===== src/sv/bmft_pkg.sv =====
// ----------------------------------------------------------------------------
// Block-mapped flash translation package
// Transaction payload types, command and fault codes, and the control and
// status bundles that pass between the controller and the datapath.
// ----------------------------------------------------------------------------
`timescale 1ns / 1ps

package bmft_pkg;

  // Flash command codes on the result channel.
  localparam logic [2:0] CMD_READ    = 3'd0;
  localparam logic [2:0] CMD_COPY    = 3'd1;
  localparam logic [2:0] CMD_PROGRAM = 3'd2;
  localparam logic [2:0] CMD_ERASE   = 3'd3;
  localparam logic [2:0] CMD_REJECT  = 3'd4;

  // Fault codes.
  localparam logic [1:0] FLT_NONE     = 2'd0;
  localparam logic [1:0] FLT_BAD_SECT = 2'd1;
  localparam logic [1:0] FLT_UNMAPPED = 2'd2;
  localparam logic [1:0] FLT_NO_FREE  = 2'd3;

  // Request opcodes.
  localparam logic OP_READ  = 1'b0;
  localparam logic OP_WRITE = 1'b1;

  // Result kinds that the controller asks the datapath to form.
  localparam logic [2:0] RES_BAD        = 3'd0;
  localparam logic [2:0] RES_UNMAPPED   = 3'd1;
  localparam logic [2:0] RES_NO_FREE    = 3'd2;
  localparam logic [2:0] RES_READ       = 3'd3;
  localparam logic [2:0] RES_PROG_NEW   = 3'd4;
  localparam logic [2:0] RES_COPY       = 3'd5;
  localparam logic [2:0] RES_PROG_SPARE = 3'd6;
  localparam logic [2:0] RES_ERASE      = 3'd7;

  typedef struct packed {
    logic       opcode;
    logic [5:0] logical_sector;
  } in_t;

  typedef struct packed {
    logic [2:0] command;
    logic [5:0] source_page;
    logic [5:0] target_page;
    logic [3:0] erase_block;
    logic [1:0] fault;
    logic       last;
  } out_t;

  // Controller to datapath.
  typedef struct packed {
    logic       load_req;
    logic       latch_lbn;
    logic       latch_split;
    logic       scan_inc;
    logic       page_inc;
    logic       emit;
    logic [2:0] res_sel;
    logic       upd_new;
    logic       upd_swap;
  } ctl_cmd_t;

  // Datapath to controller.
  typedef struct packed {
    logic bad;
    logic is_write;
    logic mapped;
    logic cand_free;
    logic scan_last;
    logic need_copy;
    logic page_last;
    logic out_free;
  } dp_sts_t;

endpackage


===== src/sv/block_mapped_flash_translation.sv =====
// ----------------------------------------------------------------------------
// Block-mapped flash translation, top level
// A read or reject is loaded from the decide state, after the sector split; a first write
// once the free-flag scan reaches the block chosen (the last one scanned if none is free);
// an overwrite's erase after the page-by-page copy walk and the program into the spare.
// A new request is accepted only once the last result of the one before has been loaded.
// Reset empties every mapping and frees every block; the spare block is block 0.
// ----------------------------------------------------------------------------
`timescale 1ns / 1ps

// One request transaction is taken at a time. The controller walks the request
// through a sequence of states: the sector is split into a logical block
// and a page offset in the DIV and SPLIT states (a reciprocal multiply, then the
// remainder), the mapping tables are read, and the result transactions are
// formed one at a time into a single output register. The input side becomes
// ready again as soon as the last result has been loaded, so the next request
// may be accepted while that result still waits on the result channel.
//
// A first write scans the free flags one block a cycle, from block 0 upwards,
// skipping the spare. An overwrite walks every page offset of the block in
// turn, issuing a copy for each other written page, then programs the new
// page into the spare and erases the old block, after which the two trade
// roles. Any cycle in which a result is due while the output register is full
// and not being taken simply holds the sequence where it stands.

module block_mapped_flash_translation import bmft_pkg::*; #(
  parameter int PAGES_PER_BLK  = 4,
  parameter int PHYS_BLOCKS    = 16,
  parameter int LOGICAL_BLOCKS = 15
) (
  input  logic clk,
  input  logic rst_n,
  input  logic in_valid,
  output logic in_ready,
  input  in_t  in_data,
  output logic out_valid,
  input  logic out_ready,
  output out_t out_data
);

  // Command and status bundles between the two halves.
  ctl_cmd_t cmd;
  dp_sts_t  sts;

  // The controller decides the order of commands; it never sees addresses.
  bmft_ctrl u_ctrl (
    .clk      (clk),
    .rst_n    (rst_n),
    .in_valid (in_valid),
    .in_ready (in_ready),
    .sts      (sts),
    .cmd      (cmd)
  );

  // The datapath holds the tables and forms every result transaction.
  bmft_dp #(
    .PAGES_PER_BLK  (PAGES_PER_BLK),
    .PHYS_BLOCKS    (PHYS_BLOCKS),
    .LOGICAL_BLOCKS (LOGICAL_BLOCKS)
  ) u_dp (
    .clk       (clk),
    .rst_n     (rst_n),
    .in_data   (in_data),
    .cmd       (cmd),
    .sts       (sts),
    .out_valid (out_valid),
    .out_ready (out_ready),
    .out_data  (out_data)
  );

endmodule


===== src/sv/bmft_ctrl.sv =====
// ----------------------------------------------------------------------------
// Block-mapped flash translation controller
// Sequences one request at a time and tells the datapath what to latch,
// which result to form and which mapping update to commit.
// ----------------------------------------------------------------------------
`timescale 1ns / 1ps

module bmft_ctrl import bmft_pkg::*; (
  input  logic     clk,
  input  logic     rst_n,
  input  logic     in_valid,
  output logic     in_ready,
  input  dp_sts_t  sts,
  output ctl_cmd_t cmd
);

  localparam logic [2:0] ST_IDLE   = 3'd0;
  localparam logic [2:0] ST_DIV    = 3'd1;
  localparam logic [2:0] ST_SPLIT  = 3'd2;
  localparam logic [2:0] ST_DECIDE = 3'd3;
  localparam logic [2:0] ST_SCAN   = 3'd4;
  localparam logic [2:0] ST_COPY   = 3'd5;
  localparam logic [2:0] ST_PROG   = 3'd6;
  localparam logic [2:0] ST_ERASE  = 3'd7;

  logic [2:0] state_r;
  logic [2:0] state_nxt;

  assign in_ready = (state_r == ST_IDLE);

  always_comb begin
    state_nxt = state_r;
    cmd       = '0;
    cmd.res_sel = RES_BAD;
    unique case (state_r)
      ST_IDLE: begin
        if (in_valid) begin
          cmd.load_req = 1'b1;
          state_nxt    = ST_DIV;
        end
      end
      ST_DIV: begin
        cmd.latch_lbn = 1'b1;
        state_nxt     = ST_SPLIT;
      end
      ST_SPLIT: begin
        cmd.latch_split = 1'b1;
        state_nxt       = ST_DECIDE;
      end
      ST_DECIDE: begin
        if (sts.bad) begin
          cmd.res_sel = RES_BAD;
          if (sts.out_free) begin
            cmd.emit  = 1'b1;
            state_nxt = ST_IDLE;
          end
        end else if (!sts.is_write) begin
          cmd.res_sel = sts.mapped ? RES_READ : RES_UNMAPPED;
          if (sts.out_free) begin
            cmd.emit  = 1'b1;
            state_nxt = ST_IDLE;
          end
        end else if (!sts.mapped) begin
          state_nxt = ST_SCAN;
        end else begin
          state_nxt = ST_COPY;
        end
      end
      ST_SCAN: begin
        if (sts.cand_free) begin
          cmd.res_sel = RES_PROG_NEW;
          if (sts.out_free) begin
            cmd.emit    = 1'b1;
            cmd.upd_new = 1'b1;
            state_nxt   = ST_IDLE;
          end
        end else if (sts.scan_last) begin
          cmd.res_sel = RES_NO_FREE;
          if (sts.out_free) begin
            cmd.emit  = 1'b1;
            state_nxt = ST_IDLE;
          end
        end else begin
          cmd.scan_inc = 1'b1;
        end
      end
      ST_COPY: begin
        cmd.res_sel = RES_COPY;
        if (!sts.need_copy || sts.out_free) begin
          cmd.emit = sts.need_copy;
          if (sts.page_last) begin
            state_nxt = ST_PROG;
          end else begin
            cmd.page_inc = 1'b1;
          end
        end
      end
      ST_PROG: begin
        cmd.res_sel = RES_PROG_SPARE;
        if (sts.out_free) begin
          cmd.emit  = 1'b1;
          state_nxt = ST_ERASE;
        end
      end
      ST_ERASE: begin
        cmd.res_sel = RES_ERASE;
        if (sts.out_free) begin
          cmd.emit     = 1'b1;
          cmd.upd_swap = 1'b1;
          state_nxt    = ST_IDLE;
        end
      end
      default: begin
        state_nxt = ST_IDLE;
      end
    endcase
  end

  always_ff @(posedge clk) begin
    if (!rst_n) begin
      state_r <= ST_IDLE;
    end else begin
      state_r <= state_nxt;
    end
  end

endmodule


===== src/sv/bmft_dp.sv =====
// ----------------------------------------------------------------------------
// Block-mapped flash translation datapath
// Holds the mapping tables, the spare block and the request registers, forms
// page addresses and result transactions, and owns the output register.
// ----------------------------------------------------------------------------
`timescale 1ns / 1ps

module bmft_dp import bmft_pkg::*; #(
  parameter int PAGES_PER_BLK  = 4,
  parameter int PHYS_BLOCKS    = 16,
  parameter int LOGICAL_BLOCKS = 15
) (
  input  logic     clk,
  input  logic     rst_n,
  input  in_t      in_data,
  input  ctl_cmd_t cmd,
  output dp_sts_t  sts,
  output logic     out_valid,
  input  logic     out_ready,
  output out_t     out_data
);

  // Only sectors 0..63 exist, so only this many logical blocks are reachable.
  localparam int NLB_REACH = 63 / PAGES_PER_BLK + 1;
  localparam int NLB   = (LOGICAL_BLOCKS < NLB_REACH) ? LOGICAL_BLOCKS : NLB_REACH;
  localparam int LW    = (NLB > 1) ? $clog2(NLB) : 1;
  // The lowest free block always lies below NLB + 1, as at most NLB blocks
  // (mapped ones and the spare) are ever occupied.
  localparam int NCAND = (PHYS_BLOCKS < NLB + 1) ? PHYS_BLOCKS : NLB + 1;
  localparam int BW    = (NCAND > 1) ? $clog2(NCAND) : 1;
  localparam int OW    = $clog2(PAGES_PER_BLK);
  localparam int PGW   = BW + OW;
  localparam int PGX   = (PGW > 6) ? PGW : 6;
  localparam int EW    = (BW > 4) ? BW : 4;
  localparam int SH    = 6 + OW;
  localparam int RECIP = ((1 << SH) + PAGES_PER_BLK - 1) / PAGES_PER_BLK;
  localparam int PRW   = SH + 7;
  localparam int LIMIT = LOGICAL_BLOCKS * PAGES_PER_BLK;

  logic                     op_r;
  logic [5:0]               lsn_r;
  logic                     bad_r;
  logic [5:0]               lbn_r;
  logic [OW-1:0]            off_r;
  logic                     mapped_r;
  logic [BW-1:0]            pbn_r;
  logic [PAGES_PER_BLK-1:0] wr_r;
  logic [BW-1:0]            scan_r;
  logic [OW-1:0]            page_r;
  logic [BW-1:0]            spare_r;
  logic [BW-1:0]            map_blk_r   [NLB];
  logic                     map_vld_r   [NLB];
  logic [PAGES_PER_BLK-1:0] wpages_r    [NLB];
  logic                     in_use_r    [NCAND];
  logic                     out_valid_r;
  out_t                     out_data_r;

  logic [PRW-1:0] quot_prod;
  logic [11:0]    rem_diff;
  logic [LW-1:0]  lidx;
  logic           lbn_ok;
  out_t           res;

  function automatic logic [5:0] page_addr(input logic [BW-1:0] blk,
                                           input logic [OW-1:0] ofs);
    logic [PGX-1:0] t;
    t = PGX'(blk) * PGX'(PAGES_PER_BLK) + PGX'(ofs);
    return t[5:0];
  endfunction

  function automatic logic [3:0] blk_field(input logic [BW-1:0] blk);
    logic [EW-1:0] t;
    t = EW'(blk);
    return t[3:0];
  endfunction

  // Sector split: quotient by reciprocal multiplication, exact for 6-bit
  // sectors, then the remainder from the registered quotient.
  assign quot_prod = PRW'(lsn_r) * PRW'(RECIP);
  assign rem_diff  = 12'(lsn_r) - 12'(lbn_r) * 12'(PAGES_PER_BLK);
  assign lidx      = lbn_r[LW-1:0];
  assign lbn_ok    = (lbn_r < 6'(NLB));

  assign sts.bad       = bad_r;
  assign sts.is_write  = (op_r == OP_WRITE);
  assign sts.mapped    = mapped_r;
  assign sts.cand_free = !in_use_r[scan_r] && (scan_r != spare_r);
  assign sts.scan_last = (scan_r == BW'(NCAND - 1));
  assign sts.need_copy = wr_r[page_r] && (page_r != off_r);
  assign sts.page_last = (page_r == OW'(PAGES_PER_BLK - 1));
  assign sts.out_free  = !out_valid_r || out_ready;

  always_comb begin
    res      = '0;
    res.last = 1'b1;
    unique case (cmd.res_sel)
      RES_BAD: begin
        res.command = CMD_REJECT;
        res.fault   = FLT_BAD_SECT;
      end
      RES_UNMAPPED: begin
        res.command = CMD_REJECT;
        res.fault   = FLT_UNMAPPED;
      end
      RES_NO_FREE: begin
        res.command = CMD_REJECT;
        res.fault   = FLT_NO_FREE;
      end
      RES_READ: begin
        res.command     = CMD_READ;
        res.source_page = page_addr(pbn_r, off_r);
      end
      RES_PROG_NEW: begin
        res.command     = CMD_PROGRAM;
        res.target_page = page_addr(scan_r, off_r);
      end
      RES_COPY: begin
        res.command     = CMD_COPY;
        res.source_page = page_addr(pbn_r, page_r);
        res.target_page = page_addr(spare_r, page_r);
        res.last        = 1'b0;
      end
      RES_PROG_SPARE: begin
        res.command     = CMD_PROGRAM;
        res.target_page = page_addr(spare_r, off_r);
        res.last        = 1'b0;
      end
      RES_ERASE: begin
        res.command     = CMD_ERASE;
        res.erase_block = blk_field(pbn_r);
      end
      default: begin
        res.command = CMD_REJECT;
      end
    endcase
  end

  // Request registers.
  always_ff @(posedge clk) begin
    if (cmd.load_req) begin
      op_r  <= in_data.opcode;
      lsn_r <= in_data.logical_sector;
      bad_r <= (int'(in_data.logical_sector) >= LIMIT);
    end
    if (cmd.latch_lbn) begin
      lbn_r <= quot_prod[SH+5:SH];
    end
    if (cmd.latch_split) begin
      off_r    <= rem_diff[OW-1:0];
      mapped_r <= lbn_ok ? map_vld_r[lidx] : 1'b0;
      pbn_r    <= lbn_ok ? map_blk_r[lidx] : '0;
      wr_r     <= lbn_ok ? wpages_r[lidx] : '0;
      scan_r   <= '0;
      page_r   <= '0;
    end else begin
      if (cmd.scan_inc) begin
        scan_r <= scan_r + 1'b1;
      end
      if (cmd.page_inc) begin
        page_r <= page_r + 1'b1;
      end
    end
    if (cmd.upd_new) begin
      map_blk_r[lidx] <= scan_r;
    end else if (cmd.upd_swap) begin
      map_blk_r[lidx] <= spare_r;
    end
    if (cmd.emit) begin
      out_data_r <= res;
    end
  end

  // Mapping state that reset clears.
  always_ff @(posedge clk) begin
    if (!rst_n) begin
      spare_r <= '0;
      for (int i = 0; i < NLB; i++) begin
        map_vld_r[i] <= 1'b0;
        wpages_r[i]  <= '0;
      end
      for (int i = 0; i < NCAND; i++) begin
        in_use_r[i] <= 1'b0;
      end
    end else begin
      if (cmd.upd_new) begin
        map_vld_r[lidx]       <= 1'b1;
        in_use_r[scan_r]      <= 1'b1;
        wpages_r[lidx][off_r] <= 1'b1;
      end else if (cmd.upd_swap) begin
        in_use_r[pbn_r]       <= 1'b0;
        in_use_r[spare_r]     <= 1'b1;
        spare_r               <= pbn_r;
        wpages_r[lidx][off_r] <= 1'b1;
      end
    end
  end

  always_ff @(posedge clk) begin
    if (!rst_n) begin
      out_valid_r <= 1'b0;
    end else if (cmd.emit) begin
      out_valid_r <= 1'b1;
    end else if (out_ready) begin
      out_valid_r <= 1'b0;
    end
  end

  assign out_valid = out_valid_r;
  assign out_data  = out_data_r;

endmodule


===== config.mk =====
export PLATFORM = sky130hd
export DESIGN_NAME = block_mapped_flash_translation
export DESIGN_NICKNAME = d
export VERILOG_FILES = /design/src/sv/bmft_pkg.sv /design/src/sv/block_mapped_flash_translation.sv /design/src/sv/bmft_ctrl.sv /design/src/sv/bmft_dp.sv
export SDC_FILE = /design/constraint.sdc
export NUM_CORES = 1
export LEC_CHECK = 0
export ABC_AREA = 1
export ABC_CLOCK_PERIOD_IN_PS = 3200
export BUFFER_PORTS_ARGS = -buffer_cell sky130_fd_sc_hd__buf_2
export CAP_MARGIN = 20
export CORE_MARGIN = 3
export CORE_UTILIZATION = 55
export CTS_BUF_LIST = sky130_fd_sc_hd__clkbuf_16
export CTS_CLUSTER_SIZE = 12
export DETAILED_ROUTE_END_ITERATION = 7
export GPL_TIMING_DRIVEN = 0
export PLACE_DENSITY = 0.7
export SYNTH_ARGS = -nofsm -noshare
export SYNTH_HDL_FRONTEND = slang
export SYNTH_HIERARCHICAL = 1
export SYNTH_SLANG_ARGS = --single-unit

===== constraint.sdc =====
create_clock -name clk -period 3.2 [get_ports clk]
set_input_delay 0.32 -clock clk [delete_from_list [all_inputs] [get_ports clk]]
set_output_delay 0.32 -clock clk [all_outputs]
set_load 0.01 [all_outputs]

==> reports/metrics.csv, run 1 <==
metric;value;unit
Post-Synthesis Cells;1135;
Port-buffer cells;34;
Worst Path Max Fanout;10;
Max Freq;340.6;MHz
Core Footprint;16760;um2
Fin Clk Skew;0.01136;ns
Multi-input gate area;3511;um2
CTS buffer count;24;
Syn Area/Cell;8.413;um2
Mapped Area;9549;um2
Total Power;6.162;mW
DR pass1 iterations;5;
outcome;finished clean;
Final min period;2.936;ns
fraction of registers with async set/reset;0;%
Synth area leader;edfxtp_1;
setup violators final;0;
first-pass GRT wire length;38.63;mm
routed length per placed instance;17.10;um
Die Footprint;18980;um2
post-detail-place hpwl;17.23;mm
Unique masters post-synth;36;
# IOs;35;
vias in the first global route;7354;
Crit. End Element;flop;
fin nets;1220;
area delta synth->final;13.88;%
final instance area;10870;um2
Post-synth EDFFs;105;
Starting DRT DRC Count;820;
net count after synthesis;1148;
worst setup path class;reg2reg;
clk root buf;clkbuf_16;
synthesized flop and latch total;219;
grt ovf;0;
Worst R2R Path Depth;13;
MaxCap Viol Count;0;
H-tree Lvls;1;
Clock Latency Late Sink;0.51;ns
Final Routed Wirelength;24.69;mm
initial antenna violation count;0;
CP endpoint;u_dp/wpages_r[4][0];
r2r setup slk;0.26;ns
Hold Crit Class;in2reg;
CP arrival;3.36;ns
RSZ-0062 raised after global routing;false;
number of synthesis warnings;6;
GRT Total Usage;26.39;%
Max VDD drop;0.5224;mV
Bufs on Longest Clock Path;3;
ANT cells;0;
clock-pin slew on the worst setup and hold paths;0.06;ns
RePlAce Congestion;0.9109;
Worst Tran Pin Value;0.9387;ns
# clock sinks;219;
fraction of layout cells with a size suffix above 1;12.09;%
reg2reg end;u_dp/wpages_r[4][0];
routed vias;8004;
register area;5439;um2
Cell Pwr Density;566.7;nW/um2
Filler cells;1458;
Slew Viols, Final;0;
Hold Vio Cnt, Final;0;
initial core utilization;56.98;%
DRC viols;0;
Synth area leaders;edfxtp_1 33%, dfxtp_1 24%, nand2_1 14%, o21ai_0 5.1%, nor2_1 4.1%;
element type at the critical path start;flop;
post-synthesis sequential area ratio;56.92;%
Detail Route Antenna Nets;0;
CTS tree;yes;
fin crit share;91.74;%
leakage power;4.397;nW
Die Height;137.8;um
DP Area;10040;um2
Horiz. Die Dim;137.8;um
Core Rows;47;
Crit path required time;3.63;ns
largest net degree at the start of global routing;19;
main flop type after synthesis;dfxtp_1;
share of the synthesized area in the top cell type;33.02;%
worst relative slew slack;37.35;%
vias per cell;5.543;
==> registers in the layout (all words and copies together), names as in the netlist, 2 cells and up, named ones only <==
signal / flops
u_dp/wpages_r: 64
u_dp/map_blk_r: 60
u_dp/out_data: 22
u_dp/in_use_r: 16
u_dp/map_vld_r: 16
u_dp/lsn_r: 6
u_dp/lbn_r: 4
u_dp/pbn_r: 4
u_dp/scan_r: 4
u_dp/spare_r: 4
u_dp/wr_r: 4
u_ctrl/state_r: 3
u_dp/off_r: 2
u_dp/page_r: 2
==> cells in the final DEF, fill, tap and decap left out, drive strengths merged, types with 10 or more instances in the layout <==
cell type	Yosys	routed
buf	33	73
a21oi	32	32
dfxtp	114	114
clkbuf	16	41
nand3	71	71
o22ai	24	24
o21ai	100	100
edfxtp	105	105
nor2	117	117
nand4	26	26
inv	98	106
nand2	372	372
nor3	10	10
==> synth_stat cells (3+ instances only) <==
master	n
nand2_1	368
dfxtp_1	114
edfxtp_1	105
nor2_1	104
o21ai_0	97
inv_1	89
nand3_1	65
a21oi_1	30
nand4_1	25
o22ai_1	24
buf_2	16
clkbuf_1	16
buf_4	10
nor3_1	10
nor2_2	9
inv_2	8
nand3_2	6
buf_6	4
nor2_4	4
xnor2_1	4
buf_1	3
nand2_2	3
o211ai_1	3
o21bai_1	3
==> cell families after synthesis <==
group	Yosys count	share of synthesized area, %
adder cells (fa/ha/maj)	2	0.2620
buffers and inverters	147	6.748
AO/OA/AOI/OAI	166	9.382
AND/OR/NAND/NOR	597	26.32
flip-flops	219	56.92
XOR/XNOR	4	0.3668
==> repair_timing <==
item / 4_1_cts / 5_1_grt
buffers inserted: 0 / 1
setup endpoints to repair: 205 / 170
hold buffers: 7 / 0
resized for setup: 5 / 9
hold endpoints to repair: 7 / 0
pin swaps: 0 / 1
==> power by group <==
part           internal, mW  total [mW]  switching, mW  leakage, nW
clock                  1.45        2.50           1.05        0.386
combinational         0.162       0.606          0.444         2.10
sequential             3.01        3.06         0.0507         1.91
total                  4.62        6.16           1.54         4.40
==> cell type report <==
cell class | instances | share of cell area, %
Clock buffer | 26 | 5.983
Multi-Input combinational cell | 769 | 32.29
Tap cell | 220 | 2.531
Timing Repair Buffer | 47 | 2.635
Clock inverter | 17 | 0.6213
Sequential cell | 219 | 50.02
Inverter | 98 | 3.463
Buffer | 48 | 2.462
==> metal layers <==
layer | track usage (%) | routed length, um
met2 | 42.46 | 11490
met5 | 0 | 0
met4 | 6.861 | 511
met3 | 3.506 | 1768
met1 | 37.95 | 10920
==> worst max-delay path: stages (launching register included) <==
cell and delay (ns):
dfxtp_4 0.42, clkinvlp_4 0.21, o21ai_0 0.20, o22ai_1 0.11
nor2_1 0.11, nor2_1 0.06, nor2_2 0.16, inv_1 0.12
nor3_4 0.22, nor2_2 0.16, nor2_4 0.32, nand2_1 0.29
buf_2 0.29, o21ai_0 0.18
==> metrics by stage <==
stage                     instances  util, %  hold WS, ns  setup TNS [ns]  setup WS, ns
final                          1444    64.88       0.1168               0        0.2644
after detailed placement       1394    59.92       0.4162          -52.61       -0.4654
after global placement         1389    59.63       0.4029          -71.76       -0.7526
after CTS                      1443    64.72       0.1167               0       0.05106
after global routing           1444    64.88       0.1319               0      0.003624
after floorplan                1135        -       0.4003               0        0.2561
==> worst min-delay path by stage <==
stage	start	end	slack (ns)	cells past startpoint
global route	out_ready	u_dp/out_valid	0.13	4
detailed placement	u_dp/lsn_r[1]	u_dp/off_r[1]	0.42	0
finish	out_ready	u_dp/out_valid	0.12	4
global placement	u_dp/lsn_r[4]	u_dp/lbn_r[2]	0.40	0
floorplan	u_dp/lsn_r[2]	u_dp/lbn_r[0]	0.40	0
CTS	out_ready	u_dp/out_valid	0.12	4
No activity file was read; power rests on OpenSTA's default activity.
==> inputs of run 2 (changes only) <==
- CORE_MARGIN: 3 -> unset
- CORE_UTILIZATION: 55 -> 35
- CTS_BUF_LIST: sky130_fd_sc_hd__clkbuf_16 -> sky130_fd_sc_hd__clkbuf_4 sky130_fd_sc_hd__clkbuf_8 sky130_fd_sc_hd__clkbuf_16
- PLACE_DENSITY: 0.7 -> 0.48
==> run 2 against run 1 <==
  * Count of clock-buffer cells in the layout up 12
  * Core utilization down 23 points
  * First-iteration DRC count down 30%
  * Routed wire length up 9.4%
  * Via count down 5.0%
  * Final cell count up 8.8%
  * Combinational power up 2%
  * Critical endpoint is now u_dp/wpages_r[1][3]
  * Largest cell class unchanged
  * Largest power group unchanged
  * Highest routed layer unchanged
==> reports/metrics.csv, run 2 (synthesized netlist as in run 1, its figures left out) <==
metric;value;unit
Hold Path Depth;4;
CP max stage delay;0.41;ns
vias per cell;4.842;
DP Area;10210;um2
Starting DRT DRC Count;570;
initial antenna violation count;0;
Cell Pwr Density;585.7;nW/um2
Worst Path Max Fanout;10;
Core Rows;60;
Cell Count, Final, Fillers Out;1571;
setup violators final;0;
Fin Clk Skew;0.01504;ns
Horiz. Die Dim;167.2;um
CTS buffer count;26;
outcome;finished clean;
Max VDD drop;0.3658;mV
cell mode on critical path;nand3_1;
DRC viols;0;
Die Footprint;27950;um2
# IOs;35;
reg2reg end;u_dp/wpages_r[1][3];
RSZ-0062 raised after global routing;false;
Slew Viols, Final;0;
Hold Crit Class;in2reg;
worst setup path class;reg2reg;
initial core utilization;35.53;%
most frequent cells in the layout;368 x nand2_1, 113 x dfxtp_1, 105 x edfxtp_1, 101 x nor2_1, 93 x o21ai_0;
worst relative slew slack;51.06;%
grt ovf;0;
Setup Fix Bufs, Post-CTS;0;
clock-pin slew on the worst setup and hold paths;0.06;ns
Final Routed Wirelength;27.01;mm
Final min period;2.877;ns
element type at the critical path start;flop;
clk root buf;clkbuf_16;
DR pass1 iterations;5;
Worst Hold Launch;out_ready;
fin crit share;89.91;%
H-tree Lvls;1;
post-detail-place hpwl;19.33;mm
GRT Total Usage;19.67;%
fraction of layout cells with a size suffix above 1;12.85;%
Clock Latency Late Sink;0.53;ns
CP arrival;3.32;ns
hold endpoint;u_dp/out_valid;
commonest non-fill, non-tap cell in the layout;nand2_1;
Crit path required time;3.65;ns
leakage power;4.446;nW
Max Freq;347.6;MHz
fin nets;1223;
CP Cell Sequence;inv_1 -> o21ai_0 -> nand3_1 -> nand3_1 -> nand2_1 -> nor2_2 -> inv_1 -> nor3_4 -> nor2_2 -> nor2_4 -> nand3_1 -> buf_2 -> o21ai_0;
MaxCap Viol Count;0;
Core Util, Final;41.50;%
routed vias;7607;
CP bufs+invs;3;
number of flip-flops in the largest register;64;
Bufs on Longest Clock Path;3;
CP max stage cell;dfxtp_2;
Worst Tran Pin Value;0.7285;ns
area delta synth->final;16.80;%
largest net degree at the start of global routing;17;
delay-heaviest family, CP;simple AND/OR/NAND/NOR gates;
ANT cells;0;
# clock sinks;219;
Reg with most FFs;u_dp/wpages_r;
Detail Route Antenna Nets;0;
Crit. End Element;flop;
vias in the first global route;7470;
first-pass GRT wire length;42.57;mm
Hold Vio Cnt, Final;0;
Core Footprint;26880;um2
Worst R2R Path Depth;13;
Die Height;167.2;um
Port-buffer cells;34;
routed length per placed instance;17.19;um
final instance area;11150;um2
r2r setup slk;0.32;ns
CTS tree;yes;
RePlAce Congestion;0.8430;
dpl cells;1516;
run 2: report_power, final:
| part | switching (mW) | internal [mW] | leakage [nW] | total (mW) |
|---|---|---|---|---|
| Clock | 1.14 | 1.72 | 0.431 | 2.85 |
| Combinational | 0.456 | 0.166 | 2.10 | 0.621 |
| Sequential | 0.0473 | 3.01 | 1.91 | 3.06 |
| Total | 1.64 | 4.89 | 4.45 | 6.53 |
run 2: area by class of cell:
type                            count  area (um2)
Inverter                           98       372.9
Timing Repair Buffer               48       304.0
Clock inverter                     10       50.05
Sequential cell                   219        5436
Clock buffer                       38       795.8
Multi-Input combinational cell    769        3500
Tap cell                          341       426.7
Fill cell                        2756       15720
Buffer                             48       267.8
run 2: worst max-delay path by stage:
stage	to	startpoint	slack (ns)	depth (start not counted)
after floorplan	u_dp/out_data[0]	flop	0.26	13
after global placement	u_dp/out_data[10]	flop	-0.78	11
after detailed placement	u_dp/in_use_r[2]	flop	-0.49	19
after CTS	u_dp/in_use_r[2]	flop	0.01	18
after global routing	u_dp/in_use_r[6]	flop	0.007	18
final	u_dp/wpages_r[1][3]	flop	0.32	13
run 2: stage by stage:
| stage | hold slack [ns] | total power [mW] | setup WS, ns | TNS, ns |
|---|---|---|---|---|
| after detailed placement | 0.4071 | 3.726 | -0.4927 | -51.41 |
| after global placement | 0.4023 | 3.716 | -0.7832 | -95.60 |
| after CTS | 0.09556 | 6.613 | 0.01172 | 0 |
| after floorplan | 0.4003 | 3.483 | 0.2561 | 0 |
| final | 0.1127 | 6.532 | 0.3227 | 0 |
| after global routing | 0.1201 | 6.792 | 0.006674 | 0 |
run 2: worst reg2reg max path, delay by kind of cell, from the launching register on:
kind            cells  cell delay [ns]
flops               1             0.41
simple gates        8             1.40
buf+inv             3             0.61
compound gates      2             0.41
run 2: repair_timing:
item | 4_1_cts | 5_1_grt
endpoints found under the hold margin | 7 | 0
hold buffers | 7 | 0
gates resized for setup | 3 | 3
pin swaps | 0 | 1
endpoints found under the setup margin | 207 | 110
run 2: layer usage:
layer / track usage, % / share of wire (%) / vias up
met5: 0 / 0 / -
met4: 4.108 / 1.6 / 0
met3: 2.576 / 4.9 / 31
met2: 33.09 / 46 / 172
met1: 27.06 / 47 / 3508
li1: - / - / 3896
==> inputs of run 3 (changes only) <==
- ABC_CLOCK_PERIOD_IN_PS: 3200 -> 3600
- SLEW_MARGIN: unset -> 20
- TNS_END_PERCENT: unset -> 10
- clock period: 3.2 -> 3.6 ns (I/O delays scaled with it)
==> run 3 against run 2 <==
  * Final cell count shrank 0.64%
  * Total power shrank 14%
  * Combinational power shrank 13%
  * Design area shrank 1.3%
  * Core utilization shrank 0.53 points
  * Worst hold slack lost 0.091 ns
  * Non-clock buffer count shrank 8
  * Highest routed layer unchanged
  * Largest power group unchanged
  * Global-route usage shrank 0.27 points
  * Die area is the same
==> reports/metrics.csv, run 3 (synthesized netlist as in run 1, its figures left out) <==
metric;value;unit
outcome;finished clean;
Sw Share;25.63;%
Clock Latency Late Sink;0.52;ns
post-detail-place hpwl;19.30;mm
setup violators final;0;
initial antenna violation count;0;
Setup Fix Bufs, Post-CTS;0;
clock-pin slew on the worst setup and hold paths;0.06;ns
routing usage on met1;26.34;%
# clock sinks;219;
vias per cell;4.905;
# IOs;35;
area delta synth->final;15.32;%
Seq pwr share;48.4;%
met3 Usage GRT;2.954;%
fin nets;1214;
Net Sw Power;1.439;mW
dpl cells;1513;
DRC viols;0;
Cell Pwr Density;509.8;nW/um2
RSZ-0062 raised after global routing;false;
Reg with most FFs;u_dp/wpages_r;
Slew Viols, Final;0;
hold slack;0.02212;ns
largest net degree at the start of global routing;24;
commonest non-fill, non-tap cell in the layout;nand2_1;
Multi-input gate area;3513;um2
initial core utilization;35.53;%
GRT Total Usage;19.40;%
Fin Clk Skew;0.02100;ns
ANT cells;0;
CTS tree;yes;
Hold Crit Class;in2reg;
register area;5435;um2
Starting DRT DRC Count;492;
Core Footprint;26880;um2
fraction of layout cells with a size suffix above 1;12.13;%
Worst Tran Pin Value;0.7829;ns
leakage power;4.366;nW
most frequent cells in the layout;368 x nand2_1, 114 x dfxtp_1, 105 x edfxtp_1, 102 x nor2_1, 93 x o21ai_0;
Logic pwr share;9.6;%
Worst R2R Path Depth;11;
routed length per placed instance;17.17;um
clock share of power;42.0;%
Horiz. Die Dim;167.2;um
r2r setup slk;0.46;ns
Cell Count, Final, Fillers Out;1561;
routed vias;7657;
element type at the critical path start;flop;
Worst Hold Launch;in_data[3];
worst setup path class;reg2reg;
Crit path required time;3.74;ns
number of flip-flops in the largest register;64;
CTS buffer count;25;
Max Freq;318.2;MHz
Crit. End Element;flop;
reg2reg end;u_dp/map_blk_r[6][2];
Core Rows;60;
global route hottest layer;met2;
Worst Path Max Fanout;10;
H-tree Lvls;1;
clk root buf;clkbuf_16;
routing usage on met2;32.29;%
Hold Vio Cnt, Final;0;
Final min period;3.143;ns
RePlAce Congestion;0.8430;
Pint;4.176;mW
Detail Route Antenna Nets;0;
Port-buffer cells;34;
Filler cells;2778;
MaxCap Viol Count;0;
Max VDD drop;0.2832;mV
worst relative slew slack;47.81;%
first-pass GRT wire length;42.14;mm
vias in the first global route;7446;
Bufs on Longest Clock Path;3;
fin crit share;87.30;%
Final Routed Wirelength;26.81;mm
Die Footprint;27950;um2
Die Height;167.2;um
grt ovf;0;
CP arrival;3.29;ns
CP endpoint;u_dp/map_blk_r[6][2];
DR pass1 iterations;5;
-- run 3: cell count changes in the layout (fill, tap and decap cells not counted), sizes merged --
| cell | before | now |
|---|---|---|
| clkbuf | 54 | 46 |
| clkinvlp | 0 | 1 |
| clkinv | 10 | 13 |
| dlygate4sd3 | 7 | 3 |
| inv | 98 | 99 |
| buf | 73 | 70 |
-- run 3: what timing repair did --
action | 4_1_cts | 5_1_grt
gates resized for setup | 1 | 2
endpoints found under the hold margin | 3 | 0
endpoints found under the setup margin | 12 | 99
hold buffers | 3 | 0
-- run 3: through the flow --
step	setup slack (ns)	power [mW]	setup TNS (ns)	instance area, um2	util (%)
3_5_place_dp	-0.06131	3.310	-0.1574	10200	37.96
4_1_cts	0.1181	5.687	0	11000	40.94
2_1_floorplan	0.6561	3.096	0	9549	-
6_report	0.4572	5.614	0	11010	40.97
5_1_grt	0.03800	5.852	0	11010	40.97
3_3_place_gp	-0.3832	3.303	-25.71	10150	37.75
-- run 3: cell type report --
type | count | share of cell area (%)
Sequential cell | 219 | 49.36
Multi-Input combinational cell | 769 | 31.91
Clock buffer | 31 | 6.306
Tap cell | 341 | 3.875
Inverter | 98 | 3.386
Buffer | 48 | 2.432
Timing Repair Buffer | 40 | 2.091
Clock inverter | 15 | 0.6477
-- run 3: per-layer routing --
| metal | vias up | share of wire (%) |
|---|---|---|
| li1 | 3893 | - |
| met1 | 3558 | 48 |
| met2 | 169 | 45 |
| met3 | 37 | 4.6 |
| met4 | 0 | 2.1 |
| met5 | - | 0 |
-- run 3: worst min path at each step --
stage | end | slack, ns | depth (start not counted)
2_1_floorplan | u_dp/lbn_r[0] | 0.40 | 0
5_1_grt | u_dp/lsn_r[5] | 0.006 | 1
6_report | u_dp/lsn_r[3] | 0.02 | 1
3_3_place_gp | u_dp/lbn_r[3] | 0.40 | 0
3_5_place_dp | u_dp/lbn_r[0] | 0.41 | 0
4_1_cts | u_dp/lsn_r[3] | 0.003 | 1
-- run 3: critical path: stages, from the launching register on --
cell	delay, ns
dfxtp_1	0.49
inv_1	0.18
o21ai_0	0.21
nand3_1	0.10
nand3_1	0.11
nand2_1	0.05
nor2_1	0.25
inv_1	0.16
nor3_4	0.29
nor2_2	0.15
clkbuf_1	0.25
nor2_1	0.52
-- run 3: power groups by stage --
stage	combinational, mW	clock, mW	sequential, mW
after floorplan	0.343	0	2.75
after global placement	0.536	0	2.77
after detailed placement	0.546	0	2.76
after CTS	0.551	2.43	2.71
after global routing	0.600	2.53	2.72
final	0.540	2.36	2.72
